File: src/sv/sht_pkg.sv
// Package: phase codes, command codes, reset values and queue entry types for the SHT1x master.
package sht_pkg;

    typedef enum logic [4:0] {
        PH_IDLE, PH_START, PH_CB0, PH_CB1, PH_CB2, PH_CA0, PH_CA1,
        PH_WB0, PH_WB1, PH_WB2, PH_WA0, PH_WA1, PH_WAIT, PH_MDLY,
        PH_DB0, PH_DB1, PH_DA0, PH_DA1, PH_KB0, PH_KB1, PH_KE0, PH_KE1
    } phase_t;

    typedef enum logic [1:0] {
        CFG_PHASE_TICKS   = 2'd0,
        CFG_TIMEOUT_TICKS = 2'd1,
        CFG_TEMP_OFFSET   = 2'd2
    } cfg_idx_t;

    localparam logic [7:0] CMD_MEAS_TEMP    = 8'h03;
    localparam logic [7:0] CMD_MEAS_HUMI    = 8'h05;
    localparam logic [7:0] CMD_WRITE_STATUS = 8'h06;
    localparam logic [7:0] CMD_READ_STATUS  = 8'h07;

    localparam logic [15:0] PHASE_TICKS_RST = 16'd10;
    localparam logic [23:0] TIMEOUT_RST     = 24'd500000;
    localparam logic [13:0] TEMP_OFFSET_RST = 14'h3056;   // -4010

    localparam logic [6:0] START_SCL = 7'b0110110;   // bit i = step i
    localparam logic [6:0] START_SDA = 7'b1100011;

    localparam int signed HUM_BIAS = -4194304;
    localparam int        HUM_LIN  = 42467;
    localparam int        HUM_QUAD = 3006;

    // one tick as it travels from front to back
    typedef struct packed {
        logic       action;
        logic [7:0] command_code;
        logic [7:0] status_data;
        logic       sda_in;
    } tick_t;

    // one finished tick before the held values are attached
    typedef struct packed {
        logic scl;
        logic rel;
        logic busy;
        logic done;
        logic nack;
        logic tmo;
    } pins_t;

    // conversion request from the bus engine
    typedef struct packed {
        logic        go;
        logic [7:0]  cmd;
        logic [15:0] raw;
    } conv_t;

endpackage

File: src/sv/sht_front.sv
// Front part: tick acceptance into a two-entry queue.
module sht_front import sht_pkg::*;
(
    input  logic  clk,
    input  logic  rst_n,
    input  logic  in_valid,
    output logic  in_ready,
    input  tick_t in_tick,
    output logic  q_valid,
    input  logic  q_ready,
    output tick_t q_tick
);
    tick_t       mem_reg [2];
    logic        wr_ptr_reg, rd_ptr_reg;
    logic [1:0]  cnt_reg;
    logic        push, pop;

    assign in_ready = (cnt_reg != 2'd2);
    assign q_valid  = (cnt_reg != 2'd0);
    assign q_tick   = mem_reg[rd_ptr_reg];
    assign push     = in_valid && in_ready;
    assign pop      = q_valid && q_ready;

    always_ff @(posedge clk)
    begin
        if (push)
        begin
            mem_reg[wr_ptr_reg] <= in_tick;
        end
    end

    always_ff @(posedge clk or negedge rst_n)
    begin
        if (!rst_n)
        begin
            wr_ptr_reg <= 1'b0;
            rd_ptr_reg <= 1'b0;
            cnt_reg    <= 2'd0;
        end
        else
        begin
            if (push) wr_ptr_reg <= ~wr_ptr_reg;
            if (pop)  rd_ptr_reg <= ~rd_ptr_reg;
            cnt_reg <= cnt_reg + {1'b0, push} - {1'b0, pop};
        end
    end
endmodule

File: src/sv/sht_engine.sv
// Back part: bus phase sequencer driven one tick per beat.
module sht_engine import sht_pkg::*;
#(
    parameter int WAIT_WIDTH = 24
)
(
    input  logic        clk,
    input  logic        rst_n,
    input  logic        t_valid,
    output logic        t_ready,
    input  tick_t       t_tick,
    input  logic        hold,
    input  logic [15:0] phase_ticks,
    input  logic [23:0] timeout_ticks,
    output logic        p_valid,
    output pins_t       p_pins,
    output conv_t       conv,
    output logic [7:0]  status_store
);
    localparam logic [WAIT_WIDTH-1:0] WAIT_MAX = '1;

    phase_t                phase_reg, phase_next, ph;
    logic [3:0]            bit_reg, bit_next;
    logic [15:0]           shift_reg, shift_next;
    logic [15:0]           tick_reg, tick_next;
    logic [WAIT_WIDTH-1:0] wait_reg, wait_next;
    logic [7:0]            cmd_reg, cmd_next;
    logic [7:0]            stat_reg, stat_next;
    logic [7:0]            chk_reg, chk_next;
    logic [3:0]            bc;
    logic [15:0]           sw;
    logic [7:0]            lc;
    logic                  bitv, over, step;
    logic                  done, nack, tmo, scl, rel;
    logic [WAIT_WIDTH:0]   limit;
    logic [2:0]            sidx;

    assign t_ready      = !hold;
    assign step         = t_valid && t_ready;
    assign status_store = stat_reg;

    // start of a request folded in
    always_comb
    begin
        ph = phase_reg;
        bc = bit_reg;
        sw = shift_reg;
        lc = cmd_reg;
        if (phase_reg == PH_IDLE && t_tick.action)
        begin
            ph = PH_START;
            bc = 4'd0;
            sw = {t_tick.status_data, t_tick.command_code};
            lc = t_tick.command_code;
        end
        bitv = sw[7];
        sidx = (bc > 4'd6) ? 3'(bc - 4'd7) : bc[2:0];
    end

    // pin outputs
    always_comb
    begin
        scl = 1'b0;
        rel = 1'b1;
        unique case (ph)
            PH_START:
            begin
                scl = START_SCL[sidx];
                rel = START_SDA[sidx];
            end
            PH_CB0, PH_WB0: rel = bitv;
            PH_CB1, PH_WB1:
            begin
                scl = 1'b1;
                rel = bitv;
            end
            PH_CB2, PH_WB2: rel = (bc == 4'd7) ? 1'b1 : bitv;
            PH_CA0, PH_WA0, PH_DB0, PH_KB0, PH_KE0: scl = 1'b1;
            PH_DB1: rel = (bc[2:0] != 3'd0);
            PH_DA0:
            begin
                scl = 1'b1;
                rel = 1'b0;
            end
            default: ;
        endcase
    end

    // next state
    always_comb
    begin
        phase_next = ph;
        bit_next   = bc;
        shift_next = sw;
        cmd_next   = lc;
        wait_next  = wait_reg;
        stat_next  = stat_reg;
        chk_next   = chk_reg;
        tick_next  = (phase_reg == PH_IDLE && t_tick.action) ? 16'd0 : tick_reg;
        done = 1'b0;
        nack = 1'b0;
        tmo  = 1'b0;
        over = 1'b0;
        conv = '0;
        conv.cmd = lc;
        conv.raw = sw;
        limit = ({8'd0, timeout_ticks} < {1'b0, WAIT_MAX}) ?
                (WAIT_WIDTH+1)'({8'd0, timeout_ticks}) : {1'b0, WAIT_MAX};
        if (ph == PH_WAIT)
        begin
            if ({1'b0, wait_reg} >= limit)
            begin
                tmo = 1'b1;
                phase_next = PH_IDLE;
            end
            else if (!t_tick.sda_in)
            begin
                phase_next = PH_MDLY;
                tick_next  = 16'd0;
            end
            else if (wait_reg != WAIT_MAX)
            begin
                wait_next = wait_reg + 1'b1;
            end
        end
        else if (ph != PH_IDLE)
        begin
            if (tick_next < phase_ticks)
            begin
                tick_next = tick_next + 16'd1;
            end
            else
            begin
                tick_next = 16'd0;
                over = 1'b1;
            end
        end
        if (over)
        begin
            unique case (ph)
                PH_START:
                    if (bc < 4'd6) bit_next = bc + 4'd1;
                    else
                    begin
                        bit_next   = 4'd0;
                        phase_next = PH_CB0;
                    end
                PH_CB0: phase_next = PH_CB1;
                PH_CB1: phase_next = PH_CB2;
                PH_CB2:
                begin
                    shift_next = {sw[15:8], sw[6:0], 1'b0};
                    bit_next   = bc + 4'd1;
                    if (bc + 4'd1 >= 4'd8)
                    begin
                        bit_next   = 4'd0;
                        phase_next = PH_CA0;
                    end
                    else phase_next = PH_CB0;
                end
                PH_CA0, PH_WA0:
                begin
                    shift_next = {sw[15:1], sw[0] | t_tick.sda_in};
                    phase_next = (ph == PH_CA0) ? PH_CA1 : PH_WA1;
                end
                PH_CA1:
                    priority if (sw[0])
                    begin
                        nack = 1'b1;
                        phase_next = PH_IDLE;
                    end
                    else if (lc == CMD_WRITE_STATUS)
                    begin
                        shift_next = {8'd0, sw[15:8]};
                        bit_next   = 4'd0;
                        phase_next = PH_WB0;
                    end
                    else if (lc == CMD_READ_STATUS)
                    begin
                        shift_next = 16'd0;
                        bit_next   = 4'd0;
                        phase_next = PH_DB0;
                    end
                    else
                    begin
                        wait_next  = '0;
                        phase_next = PH_WAIT;
                    end
                PH_WB0: phase_next = PH_WB1;
                PH_WB1: phase_next = PH_WB2;
                PH_WB2:
                begin
                    shift_next = {8'd0, sw[6:0], 1'b0};
                    bit_next   = bc + 4'd1;
                    if (bc + 4'd1 >= 4'd8)
                    begin
                        bit_next   = 4'd0;
                        phase_next = PH_WA0;
                    end
                    else phase_next = PH_WB0;
                end
                PH_WA1:
                begin
                    nack = sw[0];
                    done = !sw[0];
                    phase_next = PH_IDLE;
                end
                PH_MDLY:
                begin
                    shift_next = 16'd0;
                    bit_next   = 4'd0;
                    phase_next = PH_DB0;
                end
                PH_DB0:
                begin
                    shift_next = {sw[14:0], t_tick.sda_in};
                    bit_next   = bc + 4'd1;
                    phase_next = PH_DB1;
                end
                PH_DB1: phase_next = (bc[2:0] == 3'd0) ? PH_DA0 : PH_DB0;
                PH_DA0: phase_next = PH_DA1;
                PH_DA1:
                begin
                    if (lc == CMD_READ_STATUS) stat_next = sw[7:0];
                    if (lc == CMD_READ_STATUS || bc == 4'd0)
                    begin
                        bit_next   = 4'd0;
                        chk_next   = 8'd0;
                        phase_next = PH_KB0;
                    end
                    else phase_next = PH_DB0;
                end
                PH_KB0:
                begin
                    chk_next   = {chk_reg[6:0], t_tick.sda_in};
                    bit_next   = bc + 4'd1;
                    phase_next = PH_KB1;
                end
                PH_KB1: phase_next = (bc >= 4'd8) ? PH_KE0 : PH_KB0;
                PH_KE0: phase_next = PH_KE1;
                PH_KE1:
                begin
                    conv.go    = (lc != CMD_READ_STATUS);
                    done       = 1'b1;
                    bit_next   = 4'd0;
                    phase_next = PH_IDLE;
                end
                default: phase_next = PH_IDLE;
            endcase
        end
        if (!step) conv.go = 1'b0;
        p_pins.scl  = scl;
        p_pins.rel  = rel;
        p_pins.busy = (phase_next != PH_IDLE);
        p_pins.done = done;
        p_pins.nack = nack;
        p_pins.tmo  = tmo;
        p_valid     = step;
    end

    always_ff @(posedge clk or negedge rst_n)
    begin
        if (!rst_n)
        begin
            phase_reg <= PH_IDLE;
            bit_reg   <= '0;
            shift_reg <= '0;
            tick_reg  <= '0;
            wait_reg  <= '0;
            cmd_reg   <= '0;
            stat_reg  <= '0;
            chk_reg   <= '0;
        end
        else if (step)
        begin
            phase_reg <= phase_next;
            bit_reg   <= bit_next;
            shift_reg <= shift_next;
            tick_reg  <= tick_next;
            wait_reg  <= wait_next;
            cmd_reg   <= cmd_next;
            stat_reg  <= stat_next;
            chk_reg   <= chk_next;
        end
    end
endmodule

File: src/sv/sht_conv.sv
// Conversion unit: temperature add and two-stage humidity polynomial.
module sht_conv import sht_pkg::*;
(
    input  logic               clk,
    input  logic               rst_n,
    input  conv_t              conv,
    input  logic [13:0]        temp_offset,
    output logic               busy,
    output logic [15:0]        raw_value,
    output logic signed [16:0] temperature_centi,
    output logic signed [34:0] humidity_q20
);
    logic [1:0]         stg_reg;
    logic [15:0]        raw_reg;
    logic signed [16:0] temp_reg;
    logic signed [34:0] hum_reg;
    logic [31:0]        sq_reg;
    logic [33:0]        lin_reg;
    logic [43:0]        quad;

    assign busy              = (stg_reg != 2'd0);
    assign raw_value         = raw_reg;
    assign temperature_centi = temp_reg;
    assign humidity_q20      = hum_reg;
    assign quad              = 44'(HUM_QUAD) * {12'd0, sq_reg};

    always_ff @(posedge clk or negedge rst_n)
    begin
        if (!rst_n)
        begin
            stg_reg  <= 2'd0;
            raw_reg  <= '0;
            temp_reg <= '0;
            hum_reg  <= '0;
            sq_reg   <= '0;
            lin_reg  <= '0;
        end
        else
        begin
            if (conv.go)
            begin
                raw_reg <= conv.raw;
                if (conv.cmd == CMD_MEAS_TEMP)
                begin
                    temp_reg <= 17'({{3{temp_offset[13]}}, temp_offset})
                              + $signed({1'b0, conv.raw});
                end
                if (conv.cmd == CMD_MEAS_HUMI)
                begin
                    sq_reg  <= conv.raw * conv.raw;
                    lin_reg <= 34'(HUM_LIN) * {18'd0, conv.raw};
                    stg_reg <= 2'd1;
                end
            end
            else if (stg_reg == 2'd1)
            begin
                hum_reg <= 35'(HUM_BIAS) + $signed({1'b0, lin_reg})
                         - $signed({1'b0, quad[43:10]});
                stg_reg <= 2'd0;
            end
        end
    end
endmodule

File: src/sv/sht1x_two_wire_master.sv
// Top level of the SHT1x two-wire sensor bus master.
// Each accepted input beat is one bus timer tick and yields exactly one result beat,
// one beat per cycle sustained while the output is not stalled and the conversion
// unit is not busy. Ticks pass through a two-entry queue into the bus sequencer,
// whose result lands in an output register; after a humidity measurement the
// conversion unit holds the sequencer and the result beat. Config writes are taken
// at any time and should be issued only while the block is idle.
module sht1x_two_wire_master import sht_pkg::*;
#(
    parameter int WAIT_WIDTH = 24
)
(
    input  logic               clk,
    input  logic               rst_n,
    input  logic               in_valid,
    output logic               in_ready,
    input  logic               action,
    input  logic [7:0]         command_code,
    input  logic [7:0]         status_data,
    input  logic               sda_in,
    input  logic               cfg_valid,
    output logic               cfg_ready,
    input  logic [1:0]         cfg_index,
    input  logic [23:0]        cfg_data,
    output logic               out_valid,
    input  logic               out_ready,
    output logic               scl_out,
    output logic               sda_release,
    output logic               busy_res,
    output logic               done_res,
    output logic               nack_error,
    output logic               timeout_error,
    output logic [7:0]         status_value,
    output logic [15:0]        raw_value,
    output logic signed [16:0] temperature_centi,
    output logic signed [34:0] humidity_q20
);
    logic [15:0] phase_ticks_reg;
    logic [23:0] timeout_reg;
    logic [13:0] offset_reg;
    tick_t       in_tick, q_tick;
    logic        q_valid, q_ready, p_valid, conv_busy, hold, ov_reg;
    pins_t       pins, pins_reg;
    conv_t       conv;
    logic [7:0]  stat;

    assign in_tick   = '{action, command_code, status_data, sda_in};
    assign cfg_ready = 1'b1;
    assign hold      = conv_busy || (ov_reg && !out_ready);

    always_ff @(posedge clk or negedge rst_n)
    begin
        if (!rst_n)
        begin
            phase_ticks_reg <= PHASE_TICKS_RST;
            timeout_reg     <= TIMEOUT_RST;
            offset_reg      <= TEMP_OFFSET_RST;
        end
        else if (cfg_valid)
        begin
            unique case (cfg_idx_t'(cfg_index))
                CFG_PHASE_TICKS:   phase_ticks_reg <= cfg_data[15:0];
                CFG_TIMEOUT_TICKS: timeout_reg     <= cfg_data;
                CFG_TEMP_OFFSET:   offset_reg      <= cfg_data[13:0];
                default: ;
            endcase
        end
    end

    sht_front u_front (
        .clk, .rst_n, .in_valid, .in_ready, .in_tick,
        .q_valid, .q_ready, .q_tick
    );

    sht_engine #(.WAIT_WIDTH(WAIT_WIDTH)) u_engine (
        .clk, .rst_n,
        .t_valid(q_valid), .t_ready(q_ready), .t_tick(q_tick), .hold,
        .phase_ticks(phase_ticks_reg), .timeout_ticks(timeout_reg),
        .p_valid, .p_pins(pins), .conv, .status_store(stat)
    );

    sht_conv u_conv (
        .clk, .rst_n, .conv, .temp_offset(offset_reg), .busy(conv_busy),
        .raw_value, .temperature_centi, .humidity_q20
    );

    // hold the result beat until taken; values come from the held stores
    always_ff @(posedge clk or negedge rst_n)
    begin
        if (!rst_n)
        begin
            ov_reg   <= 1'b0;
            pins_reg <= '0;
        end
        else if (p_valid)
        begin
            ov_reg   <= 1'b1;
            pins_reg <= pins;
        end
        else if (out_valid && out_ready)
        begin
            ov_reg <= 1'b0;
        end
    end

    assign out_valid     = ov_reg && !conv_busy;
    assign scl_out       = pins_reg.scl;
    assign sda_release   = pins_reg.rel;
    assign busy_res      = pins_reg.busy;
    assign done_res      = pins_reg.done;
    assign nack_error    = pins_reg.nack;
    assign timeout_error = pins_reg.tmo;
    assign status_value  = stat;
endmodule

File: config.mk
export PLATFORM = sky130hd
export DESIGN_NAME = sht1x_two_wire_master
export DESIGN_NICKNAME = d
export VERILOG_FILES = /design/src/sv/sht_pkg.sv /design/src/sv/sht_front.sv /design/src/sv/sht_engine.sv /design/src/sv/sht_conv.sv /design/src/sv/sht1x_two_wire_master.sv
export SDC_FILE = /design/constraint.sdc
export NUM_CORES = 2
export LEC_CHECK = 0
export CORE_MARGIN = 2
export CORE_UTILIZATION = 58
export CTS_BUF_LIST = sky130_fd_sc_hd__clkbuf_16
export DETAILED_ROUTE_END_ITERATION = 16
export DONT_BUFFER_PORTS = 1
export PLACE_DENSITY = 0.8
export SETUP_SLACK_MARGIN = 0.5
export SLEW_MARGIN = 5
export SYNTH_ARGS = -nofsm -noshare
export SYNTH_HDL_FRONTEND = slang
export SYNTH_HIERARCHICAL = 1
export SYNTH_SLANG_ARGS = --single-unit
File: constraint.sdc
create_clock -name clk -period 8.2 [get_ports clk]
set_input_delay 0.41 -clock clk [delete_from_list [all_inputs] [get_ports clk]]
set_output_delay 0.41 -clock clk [all_outputs]
set_load 0.05 [all_outputs]
==> results.md <==
* Wirelength, routed at 95600 um
* Min-delay src: out_ready
* CP Data Arrival Time at 8.09 ns
* Buffers added on ports at 0
* Cell Rows at 93
* Die area at ~0.067 sq mm
* Max cap viols at 0
* Initial antenna violation count at 5
* Residual DRC at 0
* Hold WC Path Type: primary input to flop
* Final slew viol count at 0
* Most frequent cells in the layout: inv_1, ha_1, fa_1
* Vias in the first global route at 29200
* Number of flip-flops in the largest register at 36
* Crit path largest cell delay at between 0.5 and 0.6 ns
* Nets at 5038
* 1st-iter DRT viols at 2236
* Worst Hold End: ov_reg
* Slew HR at about a quarter
* Final setup vio count at 0
* Pre-antenna DRT Iters at 6
* Clock Skews at ~0.032 ns
* Clock-pin transition on the worst setup and hold timing paths at ~0.06 ns
* Tightest Pin Transition at 1.10 ns
* Outcome: complete, no violations
* Fraction of registers with async set/reset at 88.5%
* Total global-route track usage at between 20% and 30%
* CTS Sinks at 313
* Core ar. at between 0.06 and 0.07 sq mm
* Seq/Total Area, Yosys at approximately a fifth
* Worst reg-to-reg setup slack at between 0.5 and 0.6 ns
* Maximum fanout along the worst path at 15
* Fin crit period at 7.66 ns
* Fraction of layout cells with a size suffix above 1 at 15.4%
* Top_reg_cell synth: dfrtp_1
* Worst Setup Start Kind: flop
* Required time worst endpoint at 8.64 ns
* Yosys warns at 6
* Slowest cell on crit path: fa_1
* Mapped Area at about 0.038 sq mm
* Hold path cells at 2
* Reg2reg path depth at 30
* Root Driver: clkbuf_16
* Detail Route Antenna Nets at 0
* Starting Density at around three fifths
* Number of synthesized flops with an enable pin at 36
* Setup tns final at 0 ns
* CTS Buffer Depth at 3
* Synth Area per Inst at 9.71 sq um
* RSZ-0062 raised after global routing: yes
* CTS H-tree lvls at 2
* R2r startpoint: u_front/rd_ptr_reg
* Synth cell types at 107
* Crit Path Category: flop to flop
* Die H at 258 um
* TritonCTS clock tree: yes
* Pin count of the biggest net entering global routing at 278
* R2R Path End: u_conv/sq_reg[31]
* Via/cell ratio at 5.78
* Commonest non-fill, non-tap cell in the layout: inv_1
* Area Growth Syn to Fin at 13.1%
* Io pins at 134
* Global-route wire length before repair at 149000 um
* Tcrit/Tclk final at approximately 93%
* Vias after detailed routing at ~29000
* GPL Wtd Cong at 0.963
* CP most frequent cell: fa_1
* Die width at 258 um
* CP Capture Type: flop
* Dpl hpwl at slightly above 70000 um
* Maximum clock frequency at about 130 MHz
* Clk Latency, worst-skew pair at 0.60 ns
* Synthesized instance count at 3867
* Num CTS Buffers at 39
* GR Overflow Total at 0
* Final Hold Fails at 0
* DR WL/cell at 19.4 um
* Yosys reg bits at 313
## stage by stage
stage	hold slack, ns	utilization, %	setup WS [ns]	area (sq um)	cells
after floorplan	0.114	-	0.472	37600	3868
after global placement	0.121	60.5	-0.0246	38800	4706
after detailed placement	0.122	60.5	-0.211	38800	4706
after CTS	0.0217	64.0	0.466	41100	4854
after global routing	0.0464	66.1	0.298	42500	4925
final	0.0243	66.1	0.543	42500	4927
## synthesized netlist by cell type, types with 18 or more instances
cell      count  area, sq um
nor3_1       38          190
nand3_1      60          300
o21bai_1     23          173
and2_1       44          275
o21a_1       18          135
a21oi_1     147          736
o21ai_0     182          911
mux2_2       90         1010
fa_1        444         8890
clkbuf_1     70          263
nand4_1      24          150
ha_1        505         6320
xor2_1       69          604
nand2_1     305         1140
nor2_1      164          616
dfrtp_1     262         6560
edfxtp_1     36         1080
a31oi_1      22          138
xnor2_1      78          683
and3_1       24          150
a21o_1       74          556
nand2b_1     31          194
inv_1       764         2870
nor2b_1      21          131
a211oi_1     18          135
## worst max path at each step
| stage | startpoint | endpoint | slack [ns] | cells after the start |
|---|---|---|---|---|
| final | u_front/rd_ptr_reg | u_conv/sq_reg[31] | 0.54 | 30 |
| after floorplan | u_front/rd_ptr_reg | u_conv/sq_reg[29] | 0.47 | 29 |
| after global routing | u_conv/sq_reg[8] | u_conv/humidity_q20[32] | 0.30 | 35 |
| after CTS | u_conv/sq_reg[12] | u_conv/humidity_q20[34] | 0.47 | 31 |
| after detailed placement | u_conv/sq_reg[12] | u_conv/humidity_q20[34] | -0.21 | 31 |
| after global placement | u_conv/sq_reg[9] | u_conv/humidity_q20[34] | -0.02 | 33 |
## cell type report
| cell class | count | area (sq um) |
|---|---|---|
| tap | 855 | 1070 |
| timing repair buffer | 234 | 2030 |
| antenna | 3 | 7.51 |
| sequential | 313 | 8060 |
| timing repair inverter | 1 | 7.51 |
| clock buffer | 39 | 976 |
| fill | 4693 | 21800 |
| multi-input combinational | 2681 | 27100 |
| clock inverter | 31 | 279 |
| inverter | 770 | 2960 |
## repair_timing
| action | 4_1_cts | 5_1_grt |
|---|---|---|
| hold endpoints to repair | 367 | 0 |
| hold buffers | 44 | 0 |
| gates cloned | 0 | 1 |
| pin swaps | 18 | 117 |
| endpoints found under the setup margin | 24 | 40 |
| gates resized for setup | 65 | 202 |
| setup buffers | 34 | 67 |
## critical path: cells and delay by family, from the launching register on
kind,cells,cell delay [ns]
adder cells (fa/ha/maj),7,3.44
AO/OA/AOI/OAI,7,1.24
buffers and inverters,8,0.90
AND/OR/NAND/NOR,5,0.89
multiplexers,2,0.48
flip-flops,1,0.40
XOR/XNOR,1,0.16
## cell families (layout without fill, tap and decap cells)
family	after synthesis	count (layout)	synth area share, %
adder cells (fa/ha/maj)	949	949	40.5
flip-flops	313	313	21.4
buffers and inverters	874	1075	9.09
AO/OA/AOI/OAI	646	646	11.2
multiplexers	122	122	3.70
AND/OR/NAND/NOR	813	813	10.6
XOR/XNOR	147	147	3.43
other	3	7	0.0300
## per-layer routing
layer / track usage, % / share of wire [%]
met1: 34.9 / 40
met2: 48.0 / 49
met3: 4.87 / 6.6
met4: 11.2 / 4.4
met5: 0 / 0.033
Power is not shown: default switching activity piles up to over one toggle a cycle in this logic, so the estimate is an artifact.
